**src/rtl/takf_pkg.sv**
```systemverilog
// Shared widths, register codes, reset values, types and helpers of the Kalman filter unit.
package takf_pkg;

    localparam int DATA_W    = 32;
    localparam int OPND_W    = 34;
    localparam int PROD_W    = 64;
    localparam int RES_W     = 36;
    localparam int WIDE_W    = 40;
    localparam int CFG_IDX_W = 8;

    localparam logic [CFG_IDX_W-1:0] REG_SAMPLE_PERIOD = 8'd0;
    localparam logic [CFG_IDX_W-1:0] REG_ANGLE_NOISE   = 8'd1;
    localparam logic [CFG_IDX_W-1:0] REG_BIAS_NOISE    = 8'd2;
    localparam logic [CFG_IDX_W-1:0] REG_MEASURE_NOISE = 8'd3;

    localparam logic [DATA_W-1:0] RST_SAMPLE_PERIOD = 32'd4294967;
    localparam logic [DATA_W-1:0] RST_ANGLE_NOISE   = 32'd1073742;
    localparam logic [DATA_W-1:0] RST_BIAS_NOISE    = 32'd5368709;
    localparam logic [DATA_W-1:0] RST_MEASURE_NOISE = 32'd536870912;
    localparam logic signed [DATA_W-1:0] Q30_ONE    = 32'sh4000_0000;

    localparam logic signed [DATA_W-1:0] S32_MAX = 32'sh7FFF_FFFF;
    localparam logic signed [DATA_W-1:0] S32_MIN = 32'sh8000_0000;
    localparam logic signed [WIDE_W-1:0] S32_MAX_W = 40'sh00_7FFF_FFFF;
    localparam logic signed [WIDE_W-1:0] S32_MIN_W = 40'shFF_8000_0000;

    // Operands of one multiply: a * b, rounded and shifted right by 30 or 32.
    typedef struct packed {
        logic signed [OPND_W-1:0] a;
        logic signed [OPND_W-1:0] b;
        logic                     sh30;
    } mul_req_t;

    // Gain request: num * 2^30 / innov_var.
    typedef struct packed {
        logic                     start;
        logic signed [DATA_W-1:0] num;
        logic signed [OPND_W-1:0] innov_var;
    } div_req_t;

    typedef struct packed {
        logic                     done;
        logic signed [DATA_W-1:0] gain;
    } div_rsp_t;

    function automatic logic signed [WIDE_W-1:0] sx40(input logic signed [DATA_W-1:0] v);
        return {{(WIDE_W-DATA_W){v[DATA_W-1]}}, v};
    endfunction

    function automatic logic signed [WIDE_W-1:0] ux40(input logic [DATA_W-1:0] v);
        return {{(WIDE_W-DATA_W){1'b0}}, v};
    endfunction

    function automatic logic signed [WIDE_W-1:0] rx40(input logic signed [RES_W-1:0] v);
        return {{(WIDE_W-RES_W){v[RES_W-1]}}, v};
    endfunction

    function automatic logic signed [OPND_W-1:0] sx34(input logic signed [DATA_W-1:0] v);
        return {{(OPND_W-DATA_W){v[DATA_W-1]}}, v};
    endfunction

    function automatic logic signed [DATA_W-1:0] sat32(input logic signed [WIDE_W-1:0] v);
        logic signed [DATA_W-1:0] r;
        if (v > S32_MAX_W) begin
            r = S32_MAX;
        end else if (v < S32_MIN_W) begin
            r = S32_MIN;
        end else begin
            r = v[DATA_W-1:0];
        end
        return r;
    endfunction

endpackage

```
**src/rtl/takf_mul.sv**
```systemverilog
// Shared two-stage signed multiplier with round-half-away-from-zero and shift by 30 or 32.
module takf_mul (
    input  logic                                clk,
    input  takf_pkg::mul_req_t                  req,
    output logic signed [takf_pkg::RES_W-1:0]   res
);
    import takf_pkg::*;

    logic [OPND_W-1:0] a_abs;
    logic [OPND_W-1:0] b_abs;
    logic [DATA_W-1:0] a_mag;
    logic [DATA_W-1:0] b_mag;
    logic [PROD_W-1:0] prod_next;
    logic [PROD_W-1:0] prod_reg;
    logic              neg_reg;
    logic              sh30_reg;
    logic [PROD_W:0]   rnd;
    logic [OPND_W-1:0] mag;
    logic signed [RES_W-1:0] res_next;
    logic signed [RES_W-1:0] res_reg;

    // Magnitudes of all operands used by the filter fit in 32 bits.
    assign a_abs = req.a[OPND_W-1] ? OPND_W'(-req.a) : OPND_W'(req.a);
    assign b_abs = req.b[OPND_W-1] ? OPND_W'(-req.b) : OPND_W'(req.b);
    assign a_mag = a_abs[DATA_W-1:0];
    assign b_mag = b_abs[DATA_W-1:0];
    assign prod_next = a_mag * b_mag;

    always_ff @(posedge clk) begin
        prod_reg <= prod_next;
        neg_reg  <= req.a[OPND_W-1] ^ req.b[OPND_W-1];
        sh30_reg <= req.sh30;
    end

    always_comb begin
        rnd = {1'b0, prod_reg} + (sh30_reg ? 65'h0_0000_0000_2000_0000
                                           : 65'h0_0000_0000_8000_0000);
        mag = sh30_reg ? rnd[63:30] : {1'b0, rnd[64:32]};
        res_next = neg_reg ? -$signed({2'b00, mag}) : $signed({2'b00, mag});
    end

    always_ff @(posedge clk) begin
        res_reg <= res_next;
    end

    assign res = res_reg;

endmodule

```
**config.mk**
```make
export PLATFORM = sky130hd
export DESIGN_NAME = takf_mul
export DESIGN_NICKNAME = d
export VERILOG_FILES = /design/src/rtl/takf_pkg.sv /design/src/rtl/takf_mul.sv
export SDC_FILE = /design/constraint.sdc
export NUM_CORES = 2
export LEC_CHECK = 0
export BUFFER_PORTS_ARGS = -buffer_cell sky130_fd_sc_hd__buf_2
export CAP_MARGIN = 20
export CORE_ASPECT_RATIO = 1.5
export CORE_MARGIN = 2
export CORE_UTILIZATION = 40
export CTS_CLUSTER_DIAMETER = 80
export DETAILED_ROUTE_END_ITERATION = 10
export GPL_ROUTABILITY_DRIVEN = 0
export HOLD_SLACK_MARGIN = 0.06
export PLACE_DENSITY = 0.59
export SETUP_SLACK_MARGIN = 0.15
export SKIP_LAST_GASP = 1
export SLEW_MARGIN = 30
export SYNTH_ARGS = -nofsm -noshare
export SYNTH_HDL_FRONTEND = slang
export SYNTH_SLANG_ARGS = --single-unit
```
**constraint.sdc**
```tcl
create_clock -name clk -period 35 [get_ports clk]
set_input_delay 7 -clock clk [delete_from_list [all_inputs] [get_ports clk]]
set_output_delay 7 -clock clk [all_outputs]
set_load 0.02 [all_outputs]
```
==> results.py <==
metrics = {
    "outcome": {
        "outcome": "complete, no violations",
    },
    "layout": {
        "areaGrowthSynthToFinish_pct": 8.474,
        "drive_gt1_share_pct": 7.632,
        "fin_util_pct": 43.74,
        "final_nets": 5444,
        "largest_reg_flops": 36,
    },
    "sta": {
        "worst_pin_slew_ns": 1.064,
        "post-route-period-util_pct": 53.77,
        "relSlewSlack_pct": 28.96,
        "finalSetupViolCount": 0,
        "report.final.slew_viol_count": 0,
        "min_period_ns": 18.82,
        "clock_skew_ns": 0.005864,
        "grt_setup_unrepaired": "false",
        "finalHoldViolCount": 0,
        "setup_tns_ns": 0,
        "fmax_mhz": 53.13,
    },
    "clock_tree": {
        "clkTransAtPathRegs_ns": 0.06,
        "cts_buffers": 9,
        "clock_path_buffers": 2,
        "post-cts-setup-buffer-count": 0,
        "cts.sinks": 73,
        "clk_latency_ns": 0.33,
        "cts_max_level": 3,
        "cts_tree": "built",
        "clockRootBuffer": "clkbuf_16",
        "ctsResizeCount": 0,
        "hold_buffers": 0,
    },
    "critical_path": {
        "slowest_delay_ns": 0.80,
        "path_common_cell": "fa_1",
        "crit_type": "primary input to register",
        "critPathMaxFanout": 22,
        "crit_buf_inv": 5,
        "end_kind": "register",
        "crit_family": "adder cells",
        "crit_slowest_cell": "xor2_2",
        "cp.required_ns": 35.26,
        "arrival_ns": 19.08,
        "cp-start-kind": "primary input",
    },
    "global_route": {
        "grt_max_degree": 67,
        "grt_pass1_wl_um": 185300,
        "grt_usage_pct": 26.62,
        "antenna_found_initial": 3,
        "grt_pass1_vias": 31360,
        "gr-total-overflow": 0,
    },
    "die": {
        "floorplan.initialDensity_pct": 40.32,
        "fp-row-count": 135,
        "ioPinCount": 106,
        "chipWidth_um": 250.2,
        "die_area_um2": 93400,
        "core_um2": 90200,
        "fp.dieH_um": 373.3,
    },
    "detailed_routing": {
        "drt_pass1_iterations": 7,
        "postRouteAntennaNets": 0,
        "wl_per_cell_um": 22.71,
        "vias_per_cell": 5.430,
        "drt_iter0_markers": 2102,
        "drc": 0,
        "vias": 29240,
        "drt-total-wl_um": 122300,
    },
    "logic_synthesis": {
        "yosys_warnings": 0,
        "synth_edf_count": 0,
        "seq_area_frac_synth_pct": 4.018,
        "ys.flop_type": "dfxtp_1",
        "syn_avg_cell_area_um2": 8.709,
        "syn_nets": 5406,
        "syn_area_um2": 36370,
        "synth.distinct_cells": 78,
        "synth_cells": 4176,
        "ys_ff_latch": 73,
        "synth-async-reset-ratio_pct": 0,
    },
    "hold_path": {
        "hold_path_class": "register to register",
    },
    "job": {
        "cap_violations": 0,
    },
    "placed_design": {
        "portBuffers": 103,
        "dp_hpwl_um": 96300,
    },
}
-- cell usage in the layout, fill, tap and decap left out, types with 7 or more instances in the layout --
cell type,synthesis,layout
inv_1,902,902
ha_1,265,265
and3_1,13,13
o21bai_1,12,12
or4_1,9,9
o211ai_1,7,7
nand4_1,20,20
clkbuf_16,0,9
o21ai_0,62,61
nor3_1,24,24
xnor2_2,0,18
a21oi_1,58,58
a21o_1,28,28
dfxtp_1,73,71
xor2_2,2,11
nor2_1,591,591
o21a_1,7,7
nand3_1,32,32
o31a_1,8,8
xnor2_4,0,8
buf_4,5,113
nand2b_1,14,14
fa_1,895,895
and4_1,7,7
and2_1,22,22
xor2_4,0,14
buf_2,10,103
nand2_1,550,550
or2_2,10,10
or3_1,8,8
o31ai_1,16,16
xnor2_1,114,88
nor4_1,11,11
xor2_1,100,77
a31oi_1,11,11
-- synthesized netlist by cell type (32+ instances only) --
| master | count | area [µm²] |
|---|---|---|
| clkbuf_1 | 172 | 645.6 |
| inv_1 | 902 | 3386 |
| dfxtp_1 | 73 | 1461 |
| o21ai_0 | 62 | 310.3 |
| nand3_1 | 32 | 160.2 |
| nor2_1 | 591 | 2218 |
| xor2_1 | 100 | 875.8 |
| nand2_1 | 550 | 2064 |
| fa_1 | 895 | 17920 |
| xnor2_1 | 114 | 998.5 |
| a21oi_1 | 58 | 290.3 |
| ha_1 | 265 | 3316 |
-- stage by stage --
stage | cells | worst slack [ns] | instance area, µm² | hold slack [ns]
after floorplan | 4176 | 18.15 | 36370 | 0.5832
after global placement | 5363 | 15.97 | 39010 | 0.6854
after detailed placement | 5367 | 15.88 | 39120 | 0.6876
after CTS | 5383 | 16.22 | 39450 | 0.7069
after global routing | 5383 | 15.75 | 39450 | 0.7570
final | 5384 | 16.18 | 39450 | 0.6916
-- logic make-up after synthesis --
group,after synthesis,synth area share (%)
buffers and inverters,1095,11.45
AO/OA/AOI/OAI,279,5.267
adder cells (fa/ha/maj),1160,58.38
AND/OR/NAND/NOR,1345,15.41
multiplexers,8,0.2236
XOR/XNOR,216,5.243
flip-flops,73,4.018
-- final cells by class --
| type | instances | area, µm² |
|---|---|---|
| Antenna cell | 1 | 2.502 |
| Clock buffer | 14 | 264.0 |
| Clock inverter | 2 | 60.06 |
| Fill cell | 9035 | 50750 |
| Inverter | 902 | 3386 |
| Multi-Input combinational cell | 3008 | 31380 |
| Sequential cell | 73 | 1464 |
| Tap cell | 1164 | 1456 |
| Timing Repair Buffer | 220 | 1436 |
-- worst min-delay path, stage by stage (launching register included) --
cell and delay [ns]:
dfxtp_1 0.34, ha_1 0.15, nand2_1 0.05, o21ai_0 0.11
-- per-layer routing --
layer	routed length, µm	track usage [%]	part of all wire [%]
met5	11	0	0.0090
met4	11530	19.53	9.4
met3	10510	4.047	8.6
met2	59550	45.85	49
met1	40690	29.86	33
-- final timing paths --
check / start / endpoint / slack [ns] / cells after the start
worst max register to register: sh30_reg$_DFF_P_ / res[29]$_DFF_P_ / 30.09 / 12
worst min-delay path: prod_reg[30]$_DFF_P_ / res[0]$_DFF_P_ / 0.69 / 3
worst max-delay path: req[35] / prod_reg[59]$_DFF_P_ / 16.18 / 33
worst min register to register: prod_reg[30]$_DFF_P_ / res[0]$_DFF_P_ / 0.69 / 3
Power is left out: the tool's default activity adds up to more than one toggle a clock period on the data nets, which glitch-free logic cannot reach.
