[src/rtl/takf_pkg.sv]
// Shared widths, register codes, reset values, types and helpers of the Kalman filter unit.
package takf_pkg;

    localparam int DATA_W    = 32;
    localparam int OPND_W    = 34;
    localparam int PROD_W    = 64;
    localparam int RES_W     = 36;
    localparam int WIDE_W    = 40;
    localparam int CFG_IDX_W = 8;

    localparam logic [CFG_IDX_W-1:0] REG_SAMPLE_PERIOD = 8'd0;
    localparam logic [CFG_IDX_W-1:0] REG_ANGLE_NOISE   = 8'd1;
    localparam logic [CFG_IDX_W-1:0] REG_BIAS_NOISE    = 8'd2;
    localparam logic [CFG_IDX_W-1:0] REG_MEASURE_NOISE = 8'd3;

    localparam logic [DATA_W-1:0] RST_SAMPLE_PERIOD = 32'd4294967;
    localparam logic [DATA_W-1:0] RST_ANGLE_NOISE   = 32'd1073742;
    localparam logic [DATA_W-1:0] RST_BIAS_NOISE    = 32'd5368709;
    localparam logic [DATA_W-1:0] RST_MEASURE_NOISE = 32'd536870912;
    localparam logic signed [DATA_W-1:0] Q30_ONE    = 32'sh4000_0000;

    localparam logic signed [DATA_W-1:0] S32_MAX = 32'sh7FFF_FFFF;
    localparam logic signed [DATA_W-1:0] S32_MIN = 32'sh8000_0000;
    localparam logic signed [WIDE_W-1:0] S32_MAX_W = 40'sh00_7FFF_FFFF;
    localparam logic signed [WIDE_W-1:0] S32_MIN_W = 40'shFF_8000_0000;

    // Operands of one multiply: a * b, rounded and shifted right by 30 or 32.
    typedef struct packed {
        logic signed [OPND_W-1:0] a;
        logic signed [OPND_W-1:0] b;
        logic                     sh30;
    } mul_req_t;

    // Gain request: num * 2^30 / innov_var.
    typedef struct packed {
        logic                     start;
        logic signed [DATA_W-1:0] num;
        logic signed [OPND_W-1:0] innov_var;
    } div_req_t;

    typedef struct packed {
        logic                     done;
        logic signed [DATA_W-1:0] gain;
    } div_rsp_t;

    function automatic logic signed [WIDE_W-1:0] sx40(input logic signed [DATA_W-1:0] v);
        return {{(WIDE_W-DATA_W){v[DATA_W-1]}}, v};
    endfunction

    function automatic logic signed [WIDE_W-1:0] ux40(input logic [DATA_W-1:0] v);
        return {{(WIDE_W-DATA_W){1'b0}}, v};
    endfunction

    function automatic logic signed [WIDE_W-1:0] rx40(input logic signed [RES_W-1:0] v);
        return {{(WIDE_W-RES_W){v[RES_W-1]}}, v};
    endfunction

    function automatic logic signed [OPND_W-1:0] sx34(input logic signed [DATA_W-1:0] v);
        return {{(OPND_W-DATA_W){v[DATA_W-1]}}, v};
    endfunction

    function automatic logic signed [DATA_W-1:0] sat32(input logic signed [WIDE_W-1:0] v);
        logic signed [DATA_W-1:0] r;
        if (v > S32_MAX_W) begin
            r = S32_MAX;
        end else if (v < S32_MIN_W) begin
            r = S32_MIN;
        end else begin
            r = v[DATA_W-1:0];
        end
        return r;
    endfunction

endpackage

[src/rtl/takf_div.sv]
// Radix-2 restoring divider that forms one saturated Q2.30 gain, one quotient bit per cycle.
module takf_div (
    input  logic               clk,
    input  logic               rst_n,
    input  takf_pkg::div_req_t req,
    output takf_pkg::div_rsp_t rsp
);
    import takf_pkg::*;

    localparam logic [4:0] LAST_STEP = 5'd31;

    logic              busy_reg;
    logic              done_reg;
    logic [4:0]        cnt_reg;
    logic [32:0]       rem_reg;
    logic [32:0]       den_reg;
    logic [DATA_W-1:0] quo_reg;
    logic              neg_reg;
    logic              ovf_reg;

    logic [DATA_W-1:0] num_abs;
    logic              var_pos;
    logic              ovf_start;
    logic [33:0]       trial;
    logic [33:0]       diff;
    logic              qbit;
    logic [32:0]       rem_next;
    logic              sat;

    assign num_abs   = req.num[DATA_W-1] ? DATA_W'(-req.num) : DATA_W'(req.num);
    assign var_pos   = !req.innov_var[OPND_W-1] && (req.innov_var != '0);
    // The quotient reaches 2^32 exactly when the dividend's upper part is not below the divisor.
    assign ovf_start = {3'b000, num_abs[DATA_W-1:2]} >= req.innov_var[32:0];

    assign trial    = {rem_reg, quo_reg[DATA_W-1]};
    assign diff     = trial - {1'b0, den_reg};
    assign qbit     = trial >= {1'b0, den_reg};
    assign rem_next = qbit ? diff[32:0] : trial[32:0];

    always_ff @(posedge clk or negedge rst_n) begin
        if (!rst_n) begin
            busy_reg <= 1'b0;
            done_reg <= 1'b0;
            cnt_reg  <= '0;
        end else if (req.start) begin
            cnt_reg  <= '0;
            busy_reg <= var_pos && !ovf_start;
            done_reg <= !var_pos || ovf_start;
        end else if (busy_reg) begin
            cnt_reg <= cnt_reg + 5'd1;
            if (cnt_reg == LAST_STEP) begin
                busy_reg <= 1'b0;
                done_reg <= 1'b1;
            end
        end else begin
            done_reg <= 1'b0;
        end
    end

    always_ff @(posedge clk) begin
        if (req.start) begin
            neg_reg <= req.num[DATA_W-1];
            den_reg <= req.innov_var[32:0];
            rem_reg <= {3'b000, num_abs[DATA_W-1:2]};
            if (!var_pos) begin
                quo_reg <= '0;
                ovf_reg <= 1'b0;
            end else begin
                quo_reg <= {num_abs[1:0], 30'b0};
                ovf_reg <= ovf_start;
            end
        end else if (busy_reg) begin
            rem_reg <= rem_next;
            quo_reg <= {quo_reg[DATA_W-2:0], qbit};
        end
    end

    always_comb begin
        sat = ovf_reg || quo_reg[DATA_W-1];
        rsp.done = done_reg;
        if (sat) begin
            rsp.gain = neg_reg ? S32_MIN : S32_MAX;
        end else begin
            rsp.gain = neg_reg ? -$signed(quo_reg) : $signed(quo_reg);
        end
    end

endmodule

[config.mk]
export PLATFORM = sky130hd
export DESIGN_NAME = takf_div
export DESIGN_NICKNAME = d
export VERILOG_FILES = /design/src/rtl/takf_pkg.sv /design/src/rtl/takf_div.sv
export SDC_FILE = /design/constraint.sdc
export NUM_CORES = 1
export LEC_CHECK = 0
export BUFFER_PORTS_ARGS = -buffer_cell sky130_fd_sc_hd__buf_2
export CAP_MARGIN = 20
export CORE_MARGIN = 4
export CORE_UTILIZATION = 55
export CTS_BUF_LIST = sky130_fd_sc_hd__clkbuf_16
export DETAILED_ROUTE_END_ITERATION = 10
export PLACE_DENSITY = 0.76
export REMOVE_ABC_BUFFERS = 1
export SLEW_MARGIN = 20
export SYNTH_ARGS = -nofsm -noshare
export SYNTH_HDL_FRONTEND = slang
export SYNTH_SLANG_ARGS = --single-unit
[constraint.sdc]
create_clock -name clk -period 5.8 [get_ports clk]
set_input_delay 1.16 -clock clk [delete_from_list [all_inputs] [get_ports clk]]
set_output_delay 1.16 -clock clk [all_outputs]
set_load 0.01 [all_outputs]
==> out/results.tsv <==
stage	metric	value	unit
logic_synthesis	synthCells	983	
status	status	finished, final reports clean	
flow_run	cap_violations	0	
clock_tree	ctsHoldBuffers	0	
finish	num-nets-final	1196	
route	drc	0	
finish	syn2layout_area_growth	11.3	%
global_route	grt_overflow_total	0	
clock_tree	cts_sinks	107	
place	dpl_worst_slack	0.631	ns
worst_setup_path	worstPathRequired	6.06	ns
timing	setup_ws	1.01	ns
timing	fin_crit_sh	82.6	%
die	die_w	133	um
logic_synthesis	ys_seq_area_share	36.7	%
clock_tree	worstSkewPairLatency	0.37	ns
logic_synthesis	ys_warn_count	0	
worst_setup_path	cp_max_fo	5	
min_path	hold_depth	1	
clock_tree	cts-root-buf	clkbuf_16	
route	first_pass_iters	5	
logic_synthesis	synth_cell_type_count	70	
worst_setup_path	arrival	5.05	ns
worst_setup_path	endpoint_kind	flip-flop	
power	power_density	309	mW/mm^2
die	core-area	0.0153	sq mm
clock_tree	postCtsSetupBuffers	0	
worst_setup_path	r2r_cells	12	
finish	final_common_cell	nor2_1	
route	final_antenna_net_count	0	
logic_synthesis	async_reset_ff_share	6.54	%
logic_synthesis	synth-seq-cells	107	
timing	fmax	0.209	GHz
route	drt-vias-per-instance	6.06	
finish	num_antenna_cells	0	
die	ios	102	
clock_tree	cts_tree	built	
clock_tree	ctsResizeCount	0	
clock_tree	cts_buffers	9	
clock_tree	clk_pin_slew_worst_paths	0.08	ns
timing	rsz0062_at_grt	no	
timing	setup_tns	0	ns
global_route	grt_pass1_vias	7312	
timing	tightest_slew	0.953	ns
place	gp_congestion	0.969	
worst_setup_path	startpoint_type	primary input	
die	die_height	133	um
power	p_leak	0.00411	uW
finish	mostFrequentLayoutCells	108 x nor2_1, 100 x buf_2, 97 x edfxtp_1	
global_route	antenna_found_initial	0	
global_route	track_usage	25.3	%
logic_synthesis	synth.avg_cell_area	8.73	sq um
place	io_buffers	101	
global_route	grt_max_degree	57	
power	vdd_drop_max	0.000162	V
timing	fin_skew	0.00840	ns
timing	slew_headroom	36.2	%
route	routed_wl	22600	um
logic_synthesis	syn_area	0.00858	sq mm
timing	hold_violations	0	
timing	slew_violations	0	
clock_tree	clockBufferDepth	2	
die	die_area	0.0177	sq mm
place	dp_hpwl	17000	um
finish	drive_above_1_share	13.0	%
route	vias	7723	
die	num_rows	45	
min_path	hp-class	reg2reg	
finish	fill_cells	1341	
global_route	grt_pass1_wl	36100	um
die	start_util	56.2	%
logic_synthesis	synth_ff_type	edfxtp_1	
clock_tree	cts_max_level	3	
logic_synthesis	synth_edf_count	97	
worst_setup_path	critPathKind	in2reg	
timing	setup_viol	0	
timing	min_period	4.79	ns
finish	post-route-util	62.6	%
route	avgRoutedWirePerCell	17.7	um
route	drtIter0Drc	670	
==> final cells by class <==
| cell class | instances | area (sq um) | area share [%] |
|---|---|---|---|
| tap | 211 | 264 | 2.76 |
| multi-input combinational | 756 | 4980 | 52.2 |
| clock buffer | 9 | 225 | 2.36 |
| clock inverter | 7 | 81.3 | 0.851 |
| timing repair buffer | 108 | 561 | 5.87 |
| sequential | 107 | 3150 | 33.0 |
| inverter | 77 | 289 | 3.03 |
==> report_power, final <==
group / switching, uW / internal, uW / leakage, uW / total, uW
Combinational: 738 / 501 / 0.00286 / 1240
Sequential: 78.9 / 976 / 0.00111 / 1050
Clock: 313 / 343 / 0.000152 / 656
==> critical path, cell delays in order <==
cell and delay (ns):
buf_2 0.12, or4_4 0.53, or3_1 0.39, or4_4 0.53
nand2b_4 0.19, nand2b_4 0.17, o41ai_4 0.24, xnor2_1 0.14
ha_1 0.31, nand4_1 0.13, or3_1 0.39, o2111ai_1 0.10
o221ai_1 0.15, a21oi_1 0.21, nor3_1 0.09, a21o_1 0.18
==> final timing paths <==
kind                          endpoint         from  slack (ns)
min reg2reg                rem_reg[32]  rem_reg[32]        0.51
max                           busy_reg      req[40]        1.01
min                        rem_reg[32]  rem_reg[32]        0.51
min in group asynchronous     busy_reg        rst_n        0.61
max in group asynchronous     done_reg        rst_n        5.03
max reg2reg                rem_reg[23]  quo_reg[31]        2.11
==> synthesized netlist by cell type (3+ instances only) <==
master / number / area share [%]
a211oi_1: 11 / 0.96
a21boi_0: 4 / 0.35
a21o_1: 23 / 2.0
a21oi_1: 96 / 5.6
a221oi_1: 3 / 0.31
a31oi_1: 15 / 1.1
and3_1: 11 / 0.80
buf_1: 3 / 0.13
clkbuf_1: 39 / 1.7
dfrtp_1: 7 / 2.0
dfxtp_1: 3 / 0.70
edfxtp_1: 97 / 34
ha_1: 67 / 9.8
inv_1: 77 / 3.4
mux2i_1: 8 / 0.93
nand2_1: 75 / 3.3
nand2b_1: 7 / 0.51
nand3_1: 12 / 0.70
nand4_1: 15 / 1.1
nor2_1: 108 / 4.7
nor2b_1: 34 / 2.5
nor3_1: 23 / 1.3
nor3b_1: 6 / 0.53
nor4_1: 11 / 0.80
o211a_1: 4 / 0.47
o211ai_1: 9 / 0.79
o21a_1: 13 / 1.1
o21ai_0: 42 / 2.5
o21ai_1: 9 / 0.53
o21bai_1: 5 / 0.44
o22a_1: 3 / 0.31
o22ai_1: 11 / 0.80
o31ai_1: 9 / 0.79
o41a_1: 3 / 0.39
o41ai_1: 6 / 0.61
or3_1: 9 / 0.66
or4_1: 4 / 0.35
xnor2_1: 41 / 4.2
xor2_1: 19 / 1.9
==> cell families after synthesis <==
family          Yosys count  share of synthesized area (%)
simple gates            331                           19.2
flops                   107                           36.7
buf+inv                 120                           5.29
fa+ha+maj                68                           10.0
compound gates          289                           21.8
mux                       8                          0.934
xor+xnor                 60                           6.13
==> routing by layer <==
layer	wire length [um]	GRT usage, %
met1	9680	32.9
met5	0	0
met2	10800	42.1
met4	754	11.1
met3	1330	3.65
==> per-stage QoR <==
stage          cell area, sq um  total power (uW)  cells  hold slack [ns]
2_1_floorplan              8410              1950    940            0.473
3_3_place_gp               9250              2260   1259            0.481
3_5_place_dp               9250              2280   1259            0.497
4_1_cts                    9550              2940   1275            0.515
5_1_grt                    9550              3140   1275            0.536
6_report                   9550              2950   1275            0.513
No activity file was read; power rests on OpenSTA's default activity.
